File: config.mk
export PLATFORM = sky130hd
export DESIGN_NAME = multi_slot_countdown_timer_bank_top_flat
export DESIGN_NICKNAME = d
export VERILOG_FILES = /design/src/rtl/msctb_pkg.sv /design/src/rtl/msctb_if.sv /design/src/rtl/msctb_ram.sv /design/src/rtl/msctb_tick_unit.sv /design/src/rtl/multi_slot_countdown_timer_bank_top.sv /design/src/flat_wrapper.sv
export SDC_FILE = /design/constraint.sdc
export NUM_CORES = 2
export LEC_CHECK = 0
export BUFFER_PORTS_ARGS = -buffer_cell sky130_fd_sc_hd__buf_4
export CORE_MARGIN = 3
export CORE_UTILIZATION = 53
export CTS_CLUSTER_DIAMETER = 50
export CTS_CLUSTER_SIZE = 10
export DETAILED_ROUTE_END_ITERATION = 6
export PLACE_DENSITY_LB_ADDON = 0.2
export SLEW_MARGIN = 25
export SYNTH_ARGS = -nofsm -noshare
export SYNTH_HDL_FRONTEND = slang
export SYNTH_HIERARCHICAL = 1
export SYNTH_SLANG_ARGS = --single-unit
File: constraint.sdc
create_clock -name clk -period 19.84 [get_ports clk]
set_clock_uncertainty 0.2 [all_clocks]
set_input_delay 2.976 -clock clk [delete_from_list [all_inputs] [get_ports clk]]
set_output_delay 2.976 -clock clk [all_outputs]
set_load 0.02 [all_outputs]
File: src/rtl/msctb_pkg.sv
`timescale 1ns / 1ps
// ----------------------------------------------------------------------------
// msctb_pkg: shared types and codes of the countdown timer bank
// Channel payloads, slot record, opcodes and timer kinds.
// ----------------------------------------------------------------------------
package msctb_pkg;

	localparam int SLOT_ID_W = 5;
	localparam int COUNT_W   = 32;
	localparam int STEP_W    = 16;

	typedef logic [2:0]         opcode_t;
	typedef logic [2:0]         kind_t;
	typedef logic [STEP_W-1:0]  step_t;
	typedef logic [COUNT_W-1:0] count_t;

	localparam opcode_t OP_TICK    = 3'd0;
	localparam opcode_t OP_RUN     = 3'd1;
	localparam opcode_t OP_REFRESH = 3'd2;
	localparam opcode_t OP_DELAY   = 3'd3;
	localparam opcode_t OP_STOP    = 3'd4;
	localparam opcode_t OP_QUERY   = 3'd5;

	localparam kind_t KIND_NONE         = 3'd0;
	localparam kind_t KIND_ONESHOT_DEF  = 3'd1;
	localparam kind_t KIND_PERIODIC_DEF = 3'd2;
	localparam kind_t KIND_ONESHOT_IMM  = 3'd3;
	localparam kind_t KIND_PERIODIC_IMM = 3'd4;

	localparam step_t STEP_RESET = 16'd1;

	typedef struct packed {
		opcode_t                opcode;
		logic [SLOT_ID_W-1:0]   slot_id;
		kind_t                  timer_kind;
		count_t                 start_delay;
		count_t                 period_value;
		logic                   has_action;
	} cmd_t;

	typedef struct packed {
		logic [SLOT_ID_W-1:0]   result_slot;
		logic                   ok;
		logic                   is_fire;
		logic                   deferred;
		logic                   last;
	} rsp_t;

	typedef struct packed {
		kind_t  kind;
		logic   action;
		count_t delay;
		count_t period;
		count_t remaining;
	} slot_t;

	typedef struct packed {
		logic emit;
		logic free_slot;
		logic deferred;
	} tick_res_t;

endpackage

File: src/rtl/msctb_if.sv
`timescale 1ns / 1ps
// ----------------------------------------------------------------------------
// msctb_if: channel interfaces of the countdown timer bank
// Command, response and step-configuration channels with valid/ready.
// ----------------------------------------------------------------------------
interface msctb_cmd_if;
	logic              valid;
	logic              ready;
	msctb_pkg::cmd_t   data;
	modport source (output valid, output data, input ready);
	modport sink (input valid, input data, output ready);
endinterface

interface msctb_rsp_if;
	logic              valid;
	logic              ready;
	msctb_pkg::rsp_t   data;
	modport source (output valid, output data, input ready);
	modport sink (input valid, input data, output ready);
endinterface

interface msctb_cfg_if;
	logic              valid;
	logic              ready;
	msctb_pkg::step_t  data;
	modport source (output valid, output data, input ready);
	modport sink (input valid, input data, output ready);
endinterface

File: src/rtl/msctb_ram.sv
`timescale 1ns / 1ps
// ----------------------------------------------------------------------------
// msctb_ram: generic simple dual-port RAM
// One write port, one read port, registered read data.
// ----------------------------------------------------------------------------
module msctb_ram #(
	parameter int WIDTH = 100,
	parameter int DEPTH = 16,
	localparam int AW = (DEPTH > 1) ? $clog2(DEPTH) : 1
) (
	input  logic             clk,
	input  logic             we,
	input  logic [AW-1:0]    waddr,
	input  logic [WIDTH-1:0] wdata,
	input  logic [AW-1:0]    raddr,
	output logic [WIDTH-1:0] rdata
);

	logic [WIDTH-1:0] mem [DEPTH];

	always_ff @(posedge clk) begin
		if (we) begin
			mem[waddr] <= wdata;
		end
		rdata <= mem[raddr];
	end

endmodule

File: src/rtl/msctb_tick_unit.sv
`timescale 1ns / 1ps
// ----------------------------------------------------------------------------
// msctb_tick_unit: shared decrement and compare unit
// Advances one slot by one tick: delay first, then remaining count, clamped
// at zero; reloads periodic timers and reports fire, release and deferral.
// ----------------------------------------------------------------------------
module msctb_tick_unit (
	input  msctb_pkg::slot_t     cur,
	input  msctb_pkg::step_t     step,
	output msctb_pkg::slot_t     nxt,
	output msctb_pkg::tick_res_t res
);

	msctb_pkg::count_t operand;
	msctb_pkg::count_t step_w;
	msctb_pkg::count_t diff;
	logic              in_delay;
	logic              zero;
	logic              periodic;
	logic              oneshot;

	always_comb begin
		step_w   = msctb_pkg::COUNT_W'(step);
		in_delay = (cur.delay != '0);
		operand  = in_delay ? cur.delay : cur.remaining;
		diff     = (operand > step_w) ? (operand - step_w) : '0;

		nxt = cur;
		if (in_delay) begin
			nxt.delay = diff;
		end else begin
			nxt.remaining = diff;
		end

		periodic = (cur.kind == msctb_pkg::KIND_PERIODIC_DEF) ||
			(cur.kind == msctb_pkg::KIND_PERIODIC_IMM);
		oneshot  = (cur.kind == msctb_pkg::KIND_ONESHOT_DEF) ||
			(cur.kind == msctb_pkg::KIND_ONESHOT_IMM);
		zero     = (nxt.remaining == '0);

		// reload
		if (zero && periodic) begin
			nxt.remaining = cur.period;
		end

		res.emit      = zero && cur.action;
		res.free_slot = zero && oneshot;
		res.deferred  = (cur.kind == msctb_pkg::KIND_ONESHOT_DEF) ||
			(cur.kind == msctb_pkg::KIND_PERIODIC_DEF);
	end

endmodule

File: src/rtl/multi_slot_countdown_timer_bank_top.sv
`timescale 1ns / 1ps
// ----------------------------------------------------------------------------
// multi_slot_countdown_timer_bank_top: bank of countdown timer slots
// Command-driven timer bank with one shared tick unit and a slot RAM.
// ----------------------------------------------------------------------------
// Each command word is taken only while the sequencer is idle. A tick walks
// all SLOT_COUNT slots through one shared decrement and compare unit, one
// slot per cycle out of the slot RAM unless response backpressure holds up a
// fire word, and then releases the final fire word. A run scans the busy bits
// one slot per cycle for the first free slot; refresh and set-delay on an
// active slot read and write the slot RAM. A reply also waits while the
// response register is full. Fire words leave in slot order, the final one
// of a tick marked last; a tick with no fire returns no word. The step
// register is written only while the sequencer is idle.
module multi_slot_countdown_timer_bank_top #(
	parameter int SLOT_COUNT = 16
) (
	input  logic        clk,
	input  logic        arst_n,
	msctb_cmd_if.sink   cmd,
	msctb_rsp_if.source rsp,
	msctb_cfg_if.sink   cfg
);

	localparam int IW  = (SLOT_COUNT > 1) ? $clog2(SLOT_COUNT) : 1;
	localparam int IDW = msctb_pkg::SLOT_ID_W;
	localparam logic [IW-1:0] LAST_IDX = IW'(SLOT_COUNT - 1);

	localparam logic [2:0] S_IDLE  = 3'd0;
	localparam logic [2:0] S_TICK  = 3'd1;
	localparam logic [2:0] S_FLUSH = 3'd2;
	localparam logic [2:0] S_FIND  = 3'd3;
	localparam logic [2:0] S_RMW   = 3'd4;
	localparam logic [2:0] S_REPLY = 3'd5;

	logic [2:0]              state_q;
	logic [IW-1:0]           idx_q;
	logic [SLOT_COUNT-1:0]   active_q;
	msctb_pkg::step_t        step_q;
	msctb_pkg::cmd_t         cmd_q;
	msctb_pkg::rsp_t         reply_q;
	logic                    held_valid_q;
	msctb_pkg::rsp_t         held_q;
	logic                    out_valid_q;
	msctb_pkg::rsp_t         out_q;

	logic [IDW-1:0]          id_m1;
	logic [IW-1:0]           sel_idx;
	logic                    id_ok;
	logic                    found;
	logic                    accept;
	logic                    out_free;
	logic [IW-1:0]           idx_inc;
	logic                    last_idx;
	logic                    tick_act;
	logic                    tick_stall;
	logic                    tick_adv;
	logic [IDW-1:0]          idx_id;
	msctb_pkg::rsp_t         fire_word;
	logic                    out_load;
	msctb_pkg::rsp_t         out_word;

	msctb_pkg::slot_t        cur_slot;
	msctb_pkg::slot_t        nxt_slot;
	msctb_pkg::tick_res_t    tres;

	logic                    ram_we;
	logic [IW-1:0]           ram_waddr;
	msctb_pkg::slot_t        ram_wdata;
	logic [IW-1:0]           ram_raddr;

	assign accept   = cmd.valid && cmd.ready;
	assign out_free = !out_valid_q || rsp.ready;

	assign id_m1   = cmd.data.slot_id - IDW'(1);
	assign sel_idx = IW'(id_m1);
	assign id_ok   = (cmd.data.slot_id != '0) &&
		(32'(cmd.data.slot_id) <= 32'(SLOT_COUNT));
	assign found   = id_ok && active_q[sel_idx];

	assign idx_inc    = idx_q + IW'(1);
	assign last_idx   = (idx_q == LAST_IDX);
	assign idx_id     = IDW'(idx_q) + IDW'(1);
	assign tick_act   = active_q[idx_q];
	assign tick_stall = tick_act && tres.emit && held_valid_q && !out_free;
	assign tick_adv   = (state_q == S_TICK) && !tick_stall;

	always_comb begin
		fire_word.result_slot = idx_id;
		fire_word.ok          = 1'b1;
		fire_word.is_fire     = 1'b1;
		fire_word.deferred    = tres.deferred;
		fire_word.last        = 1'b0;
	end

	always_comb begin
		out_load = 1'b0;
		out_word = reply_q;
		unique case (state_q)
			S_TICK: begin
				if (tick_adv && tick_act && tres.emit && held_valid_q) begin
					out_load = 1'b1;
					out_word = held_q;
				end
			end
			S_FLUSH: begin
				if (held_valid_q && out_free) begin
					out_load      = 1'b1;
					out_word      = held_q;
					out_word.last = 1'b1;
				end
			end
			S_REPLY: begin
				out_load = out_free;
			end
			default: begin
			end
		endcase
	end

	msctb_tick_unit u_tick (
		.cur  (cur_slot),
		.step (step_q),
		.nxt  (nxt_slot),
		.res  (tres)
	);

	msctb_ram #(
		.WIDTH ($bits(msctb_pkg::slot_t)),
		.DEPTH (SLOT_COUNT)
	) u_slot_ram (
		.clk   (clk),
		.we    (ram_we),
		.waddr (ram_waddr),
		.wdata (ram_wdata),
		.raddr (ram_raddr),
		.rdata (cur_slot)
	);

	always_comb begin
		ram_we    = 1'b0;
		ram_waddr = idx_q;
		ram_wdata = cur_slot;
		ram_raddr = idx_q;
		unique case (state_q)
			S_IDLE: begin
				ram_raddr = (cmd.data.opcode == msctb_pkg::OP_TICK) ? '0 : sel_idx;
			end
			S_TICK: begin
				if (tick_adv) begin
					ram_we    = tick_act;
					ram_wdata = nxt_slot;
					ram_raddr = last_idx ? '0 : idx_inc;
				end
			end
			S_FIND: begin
				ram_we              = !active_q[idx_q];
				ram_wdata.kind      = cmd_q.timer_kind;
				ram_wdata.action    = cmd_q.has_action;
				ram_wdata.delay     = cmd_q.start_delay;
				ram_wdata.period    = cmd_q.period_value;
				ram_wdata.remaining = cmd_q.period_value;
			end
			S_RMW: begin
				ram_we = 1'b1;
				if (cmd_q.opcode == msctb_pkg::OP_REFRESH) begin
					ram_wdata.period    = cmd_q.period_value;
					ram_wdata.remaining = cmd_q.period_value;
				end else begin
					ram_wdata.delay = cmd_q.start_delay;
				end
			end
			default: begin
			end
		endcase
	end

	always_ff @(posedge clk or negedge arst_n) begin
		if (!arst_n) begin
			state_q      <= S_IDLE;
			idx_q        <= '0;
			active_q     <= '0;
			step_q       <= msctb_pkg::STEP_RESET;
			held_valid_q <= 1'b0;
			out_valid_q  <= 1'b0;
		end else begin
			if (cfg.valid && cfg.ready) begin
				step_q <= cfg.data;
			end
			if (out_load) begin
				out_valid_q <= 1'b1;
				out_q       <= out_word;
			end else if (out_valid_q && rsp.ready) begin
				out_valid_q <= 1'b0;
			end

			unique case (state_q)
				S_IDLE: begin
					if (accept) begin
						cmd_q               <= cmd.data;
						reply_q.result_slot <= '0;
						reply_q.is_fire     <= 1'b0;
						reply_q.deferred    <= 1'b0;
						reply_q.last        <= 1'b1;
						unique case (cmd.data.opcode)
							msctb_pkg::OP_TICK: begin
								reply_q.ok <= 1'b0;
								idx_q      <= '0;
								state_q    <= S_TICK;
							end
							msctb_pkg::OP_RUN: begin
								reply_q.ok <= 1'b0;
								idx_q      <= '0;
								if (cmd.data.timer_kind <= msctb_pkg::KIND_PERIODIC_IMM) begin
									state_q <= S_FIND;
								end else begin
									state_q <= S_REPLY;
								end
							end
							msctb_pkg::OP_REFRESH, msctb_pkg::OP_DELAY: begin
								reply_q.ok <= found;
								if (found) begin
									idx_q   <= sel_idx;
									state_q <= S_RMW;
								end else begin
									idx_q   <= '0;
									state_q <= S_REPLY;
								end
							end
							msctb_pkg::OP_STOP: begin
								reply_q.ok <= found;
								idx_q      <= '0;
								state_q    <= S_REPLY;
								if (found) begin
									active_q[sel_idx] <= 1'b0;
								end
							end
							msctb_pkg::OP_QUERY: begin
								reply_q.ok <= found;
								idx_q      <= '0;
								state_q    <= S_REPLY;
							end
							default: begin
								reply_q.ok <= 1'b0;
								idx_q      <= '0;
								state_q    <= S_REPLY;
							end
						endcase
					end
				end
				S_TICK: begin
					if (tick_adv) begin
						if (tick_act && tres.free_slot) begin
							active_q[idx_q] <= 1'b0;
						end
						// hold the newest fire until the next one shows whether it is last
						if (tick_act && tres.emit) begin
							held_valid_q <= 1'b1;
							held_q       <= fire_word;
						end
						if (last_idx) begin
							state_q <= S_FLUSH;
						end else begin
							idx_q <= idx_inc;
						end
					end
				end
				S_FLUSH: begin
					if (!held_valid_q) begin
						state_q <= S_IDLE;
					end else if (out_free) begin
						held_valid_q <= 1'b0;
						state_q      <= S_IDLE;
					end
				end
				S_FIND: begin
					if (!active_q[idx_q]) begin
						if (cmd_q.timer_kind != msctb_pkg::KIND_NONE) begin
							active_q[idx_q] <= 1'b1;
						end
						reply_q.result_slot <= idx_id;
						reply_q.ok          <= 1'b1;
						state_q             <= S_REPLY;
					end else if (last_idx) begin
						state_q <= S_REPLY;
					end else begin
						idx_q <= idx_inc;
					end
				end
				S_RMW: begin
					state_q <= S_REPLY;
				end
				S_REPLY: begin
					if (out_free) begin
						state_q <= S_IDLE;
					end
				end
				default: begin
					state_q <= S_IDLE;
				end
			endcase
		end
	end

	assign cmd.ready = (state_q == S_IDLE);
	assign cfg.ready = (state_q == S_IDLE);
	assign rsp.valid = out_valid_q;
	assign rsp.data  = out_q;

	a_held_only_in_tick: assert property (@(posedge clk) disable iff (!arst_n)
		held_valid_q |-> (state_q == S_TICK || state_q == S_FLUSH))
		else $error("fire word held outside a tick");

	a_reply_is_last: assert property (@(posedge clk) disable iff (!arst_n)
		(out_valid_q && !out_q.is_fire) |-> out_q.last)
		else $error("operation reply not marked last");

	a_idx_in_range: assert property (@(posedge clk) disable iff (!arst_n)
		(state_q != S_IDLE) |-> (32'(idx_q) < 32'(SLOT_COUNT)))
		else $error("slot index beyond bank");

	a_flush_after_scan: assert property (@(posedge clk) disable iff (!arst_n)
		(state_q == S_FLUSH) |-> (idx_q == LAST_IDX))
		else $error("tick flush before the scan finished");

endmodule
File: src/flat_wrapper.sv
// flat-port wrapper written by rule: the top's interface ports become plain ports
module multi_slot_countdown_timer_bank_top_flat 
#(
	parameter int SLOT_COUNT = 16
)
  (clk, arst_n, cmd_valid, cmd_data, cmd_ready, rsp_valid, rsp_data, rsp_ready, cfg_valid, cfg_data, cfg_ready);
  msctb_cmd_if cmd_i ();
  msctb_rsp_if rsp_i ();
  msctb_cfg_if cfg_i ();
  input  logic clk;
  input  logic arst_n;
  input wire logic [$bits(cmd_i.valid)-1:0] cmd_valid;
  input wire logic [$bits(cmd_i.data)-1:0] cmd_data;
  output wire logic [$bits(cmd_i.ready)-1:0] cmd_ready;
  output wire logic [$bits(rsp_i.valid)-1:0] rsp_valid;
  output wire logic [$bits(rsp_i.data)-1:0] rsp_data;
  input wire logic [$bits(rsp_i.ready)-1:0] rsp_ready;
  input wire logic [$bits(cfg_i.valid)-1:0] cfg_valid;
  input wire logic [$bits(cfg_i.data)-1:0] cfg_data;
  output wire logic [$bits(cfg_i.ready)-1:0] cfg_ready;
  assign cmd_i.valid = cmd_valid;
  assign cmd_i.data = cmd_data;
  assign cmd_ready = cmd_i.ready;
  assign rsp_valid = rsp_i.valid;
  assign rsp_data = rsp_i.data;
  assign rsp_i.ready = rsp_ready;
  assign cfg_i.valid = cfg_valid;
  assign cfg_i.data = cfg_data;
  assign cfg_ready = cfg_i.ready;
  multi_slot_countdown_timer_bank_top #(.SLOT_COUNT(SLOT_COUNT)) u_core (.clk(clk), .arst_n(arst_n), .cmd(cmd_i), .rsp(rsp_i), .cfg(cfg_i));
endmodule
==> flow_metrics.tcl <==
set metrics [dict create \
    dr.pass1.iters 7 \
    grt-busiest-layer "met2" \
    worstSetupEndpoint "u_core/u_slot_ram/rdata[75]" \
    nFillCells 9688 \
    p_leak_nw 26.5 \
    finalWorstSetupSlack_ns 8.72 \
    wire_per_inst_microns 32.6 \
    worst_slew_pin_slew_ns 1.11 \
    area_growth_pct 12.3 \
    violations "DRC" \
    peakVddDrop_mv 0.180 \
    path_buf_inv 4 \
    drc_errors 2 \
    slew_violations 0 \
    crit_start "u_core/u_slot_ram/rdata[80]" \
    crit_path_frequent_cell "buf_4" \
    stdcell_count 5990 \
    powerDensity_nw_per_um2 185 \
    whs_ns 0.309 \
    die_w_microns 378 \
    path_max_fanout 54 \
    placed_area_sq_um 76100 \
    drt_iter0_markers 5063 \
    ys_ff_latch 1833 \
    dp_slack_ns 8.50 \
    nets 4162 \
    rr_endpoint "u_core/u_slot_ram/rdata[75]" \
    hpwl_microns 105000 \
    crit_path_end_kind "flip-flop" \
    syn_area_per_cell_sq_um 18.8 \
    synth_fp_nets 4028 \
    maxCapViolCount 0 \
    io_buffer_count 108 \
    async_flop_share 0.0224 \
    slew_headroom 0.263 \
    clockRootBuffer "clkbuf_16" \
    min_path_type "reg2reg" \
    critPathKind "reg2reg" \
    use_met1 0.406 \
    stdcell_area_sq_um 82500 \
    max_freq_mhz 90.0 \
    grt_use_total 0.276 \
    gr-total-overflow 0 \
    synth-edff-count 1692 \
    core-area_sq_um 136000 \
    fin_crit_ns 11.12 \
    grt_max_degree 155 \
    vias 40336 \
    cts_tree "yes" \
    drive_above_1_share 0.225 \
    grtUsageMet3 0.0503 \
    cts_resized 0 \
    ctsHoldBuffers 0 \
    cts_setup_buffers 0 \
    vias_per_cell 6.73 \
    yosys_warnings 6 \
    synth_cells 3906 \
    worstPathArrival_ns 11.67 \
    tns_ns 0 \
    grt_pass1_wl_microns 282000 \
    status "finished, violations left" \
    die_h_microns 378 \
    cp-start-kind "flip-flop" \
    r2r-start "u_core/u_slot_ram/rdata[80]" \
    core.rowCount 135 \
    antenna_left 0 \
    dp_cells 5605 \
    max_stage_delay_ns 0.85 \
    crit_family "simple AND/OR/NAND/NOR gates" \
    regToRegSetupSlack_ns 8.72 \
    gp_congestion 0.976 \
    cts.sinks 1833 \
    ys.flop_type "edfxtp_1" \
    cpMaxStageDelayCell "buf_4" \
    htreeDepth 4 \
    clk_latency_ns 0.84 \
    path_depth 27 \
    initial_core_util 0.538 \
    numCtsBuffers 211 \
    rsz0062_at_grt "false" \
    reg2reg_depth 27 \
    finalWirelength_microns 195000 \
    hold_violations 0 \
    die_area_sq_um 143000 \
    crit_required_ns 20.40 \
    timing.final.crit_share 0.560 \
    io_pins 109 \
    synth_cell_types 91 \
    clkTransAtPathRegs_ns 0.05 \
    gr-usage-met2 0.421 \
    syn_area_sq_um 73400 \
    antenna_found_initial 6 \
    clockBufferDepth 3 \
    yosysSeqAreaShare 0.733 \
    grt_pass1_vias 39588 \
    final-setup-viol-count 0 \
]
stage by stage:
step / utilization / total power, W
6_report: 0.605 / 0.0153
5_1_grt: 0.605 / 0.0159
4_1_cts: 0.603 / 0.0152
3_5_place_dp: 0.558 / 0.0117
3_3_place_gp: 0.556 / 0.0116
2_1_floorplan: - / 0.00998
cells in the mapped netlist (all sizes together) (10+ instances only):
| cell | count | area [sq um] |
|---|---|---|
| mux2i | 11 | 110 |
| nor2b | 12 | 75.1 |
| or3 | 11 | 68.8 |
| nand2 | 160 | 601 |
| mux4 | 406 | 9140 |
| and3 | 10 | 62.6 |
| a221o | 67 | 671 |
| nand4 | 12 | 75.1 |
| o21ai | 108 | 559 |
| a21oi | 72 | 368 |
| and2 | 38 | 238 |
| o31ai | 22 | 170 |
| o22ai | 40 | 269 |
| buf | 152 | 1000 |
| clkbuf | 113 | 425 |
| a22o | 16 | 140 |
| dfxtp | 100 | 2000 |
| a21o | 44 | 330 |
| xnor2 | 23 | 201 |
| mux2 | 25 | 282 |
| ha | 24 | 300 |
| nor2 | 108 | 408 |
| a211oi | 39 | 305 |
| or4 | 13 | 101 |
| dfrtp | 40 | 1000 |
| o21bai | 12 | 105 |
| nor4 | 24 | 171 |
| nor3 | 41 | 221 |
| inv | 70 | 263 |
| nand3 | 62 | 310 |
| a22oi | 205 | 1540 |
| edfxtp | 1692 | 50800 |
| a32oi | 11 | 96.3 |
| nand2b | 14 | 87.6 |
registers in the layout, indices dropped and copies added, names as in the netlist, 4 cells and up:
name                     cells
u_core/active_q             16
u_core/cmd_q                71
u_core/held_q                6
u_core/idx_q                 4
u_core/reply_q               6
u_core/rsp.data              9
u_core/step_q               16
u_core/u_slot_ram/mem     1600
u_core/u_slot_ram/rdata    100
placed cells by master (no fill, tap or decap), drive strengths merged, types with 13 or more instances in the layout:
cell,netlist,final
a22o,16,16
xnor2,23,23
and2,38,38
buf,152,186
dfxtp,100,100
a21oi,72,72
clkbuf,113,349
mux2,25,25
o22ai,40,40
o21ai,108,108
nor3,41,41
a21o,44,44
nor4,24,24
edfxtp,1692,1692
o31ai,22,22
or4,13,13
ha,24,24
a221o,67,67
mux4,406,406
a22oi,205,205
nor2,108,108
nand2,160,160
dfrtp,40,40
inv,70,80
nand3,62,62
nand2b,14,14
a211oi,39,39
layer usage:
| layer | share of wire | wire, microns |
|---|---|---|
| met1 | 0.40 | 79000 |
| met2 | 0.47 | 91100 |
| met3 | 0.094 | 18300 |
| met4 | 0.034 | 6550 |
| met5 | 0.000067 | 13 |
power by group:
| part | total [W] | internal [W] | switching, W |
|---|---|---|---|
| logic | 0.00576 | 0.00214 | 0.00362 |
| registers | 0.00598 | 0.00567 | 0.000310 |
| clock network | 0.00352 | 0.00205 | 0.00147 |
| total | 0.0153 | 0.00985 | 0.00541 |
cell type report:
type	count	area (sq um)	share of cell area
flip-flops and latches	1833	53800	0.652
multi-input cells	1738	18300	0.222
clock buffers	349	5880	0.0713
well taps	1781	2230	0.0270
repair buffers	186	1630	0.0197
clock inverters	27	338	0.00409
inverters	70	263	0.00318
diodes	6	15.0	0.000182
kinds of logic (layout without fill, tap and decap cells):
kind of cell	count (synthesis)	after routing	share of synthesized area
flops	1833	1833	0.733
compound gates	706	706	0.0701
simple gates	533	533	0.0359
mux	442	442	0.130
buf+inv	335	632	0.0230
xor+xnor	32	32	0.00382
fa+ha+maj	25	25	0.00436
other cells	0	6	0
how the worst min path moves through the flow:
| stage | start | to | cells after the start |
|---|---|---|---|
| floorplan | u_core/active_q[3] | u_core/active_q[3] | 1 |
| global placement | u_core/step_q[2] | u_core/step_q[2] | 1 |
| detailed placement | u_core/step_q[3] | u_core/step_q[3] | 1 |
| CTS | u_core/step_q[3] | u_core/step_q[3] | 1 |
| global route | u_core/step_q[6] | u_core/step_q[6] | 1 |
| finish | u_core/step_q[10] | u_core/step_q[10] | 1 |
(Power assumes the default switching activity.)
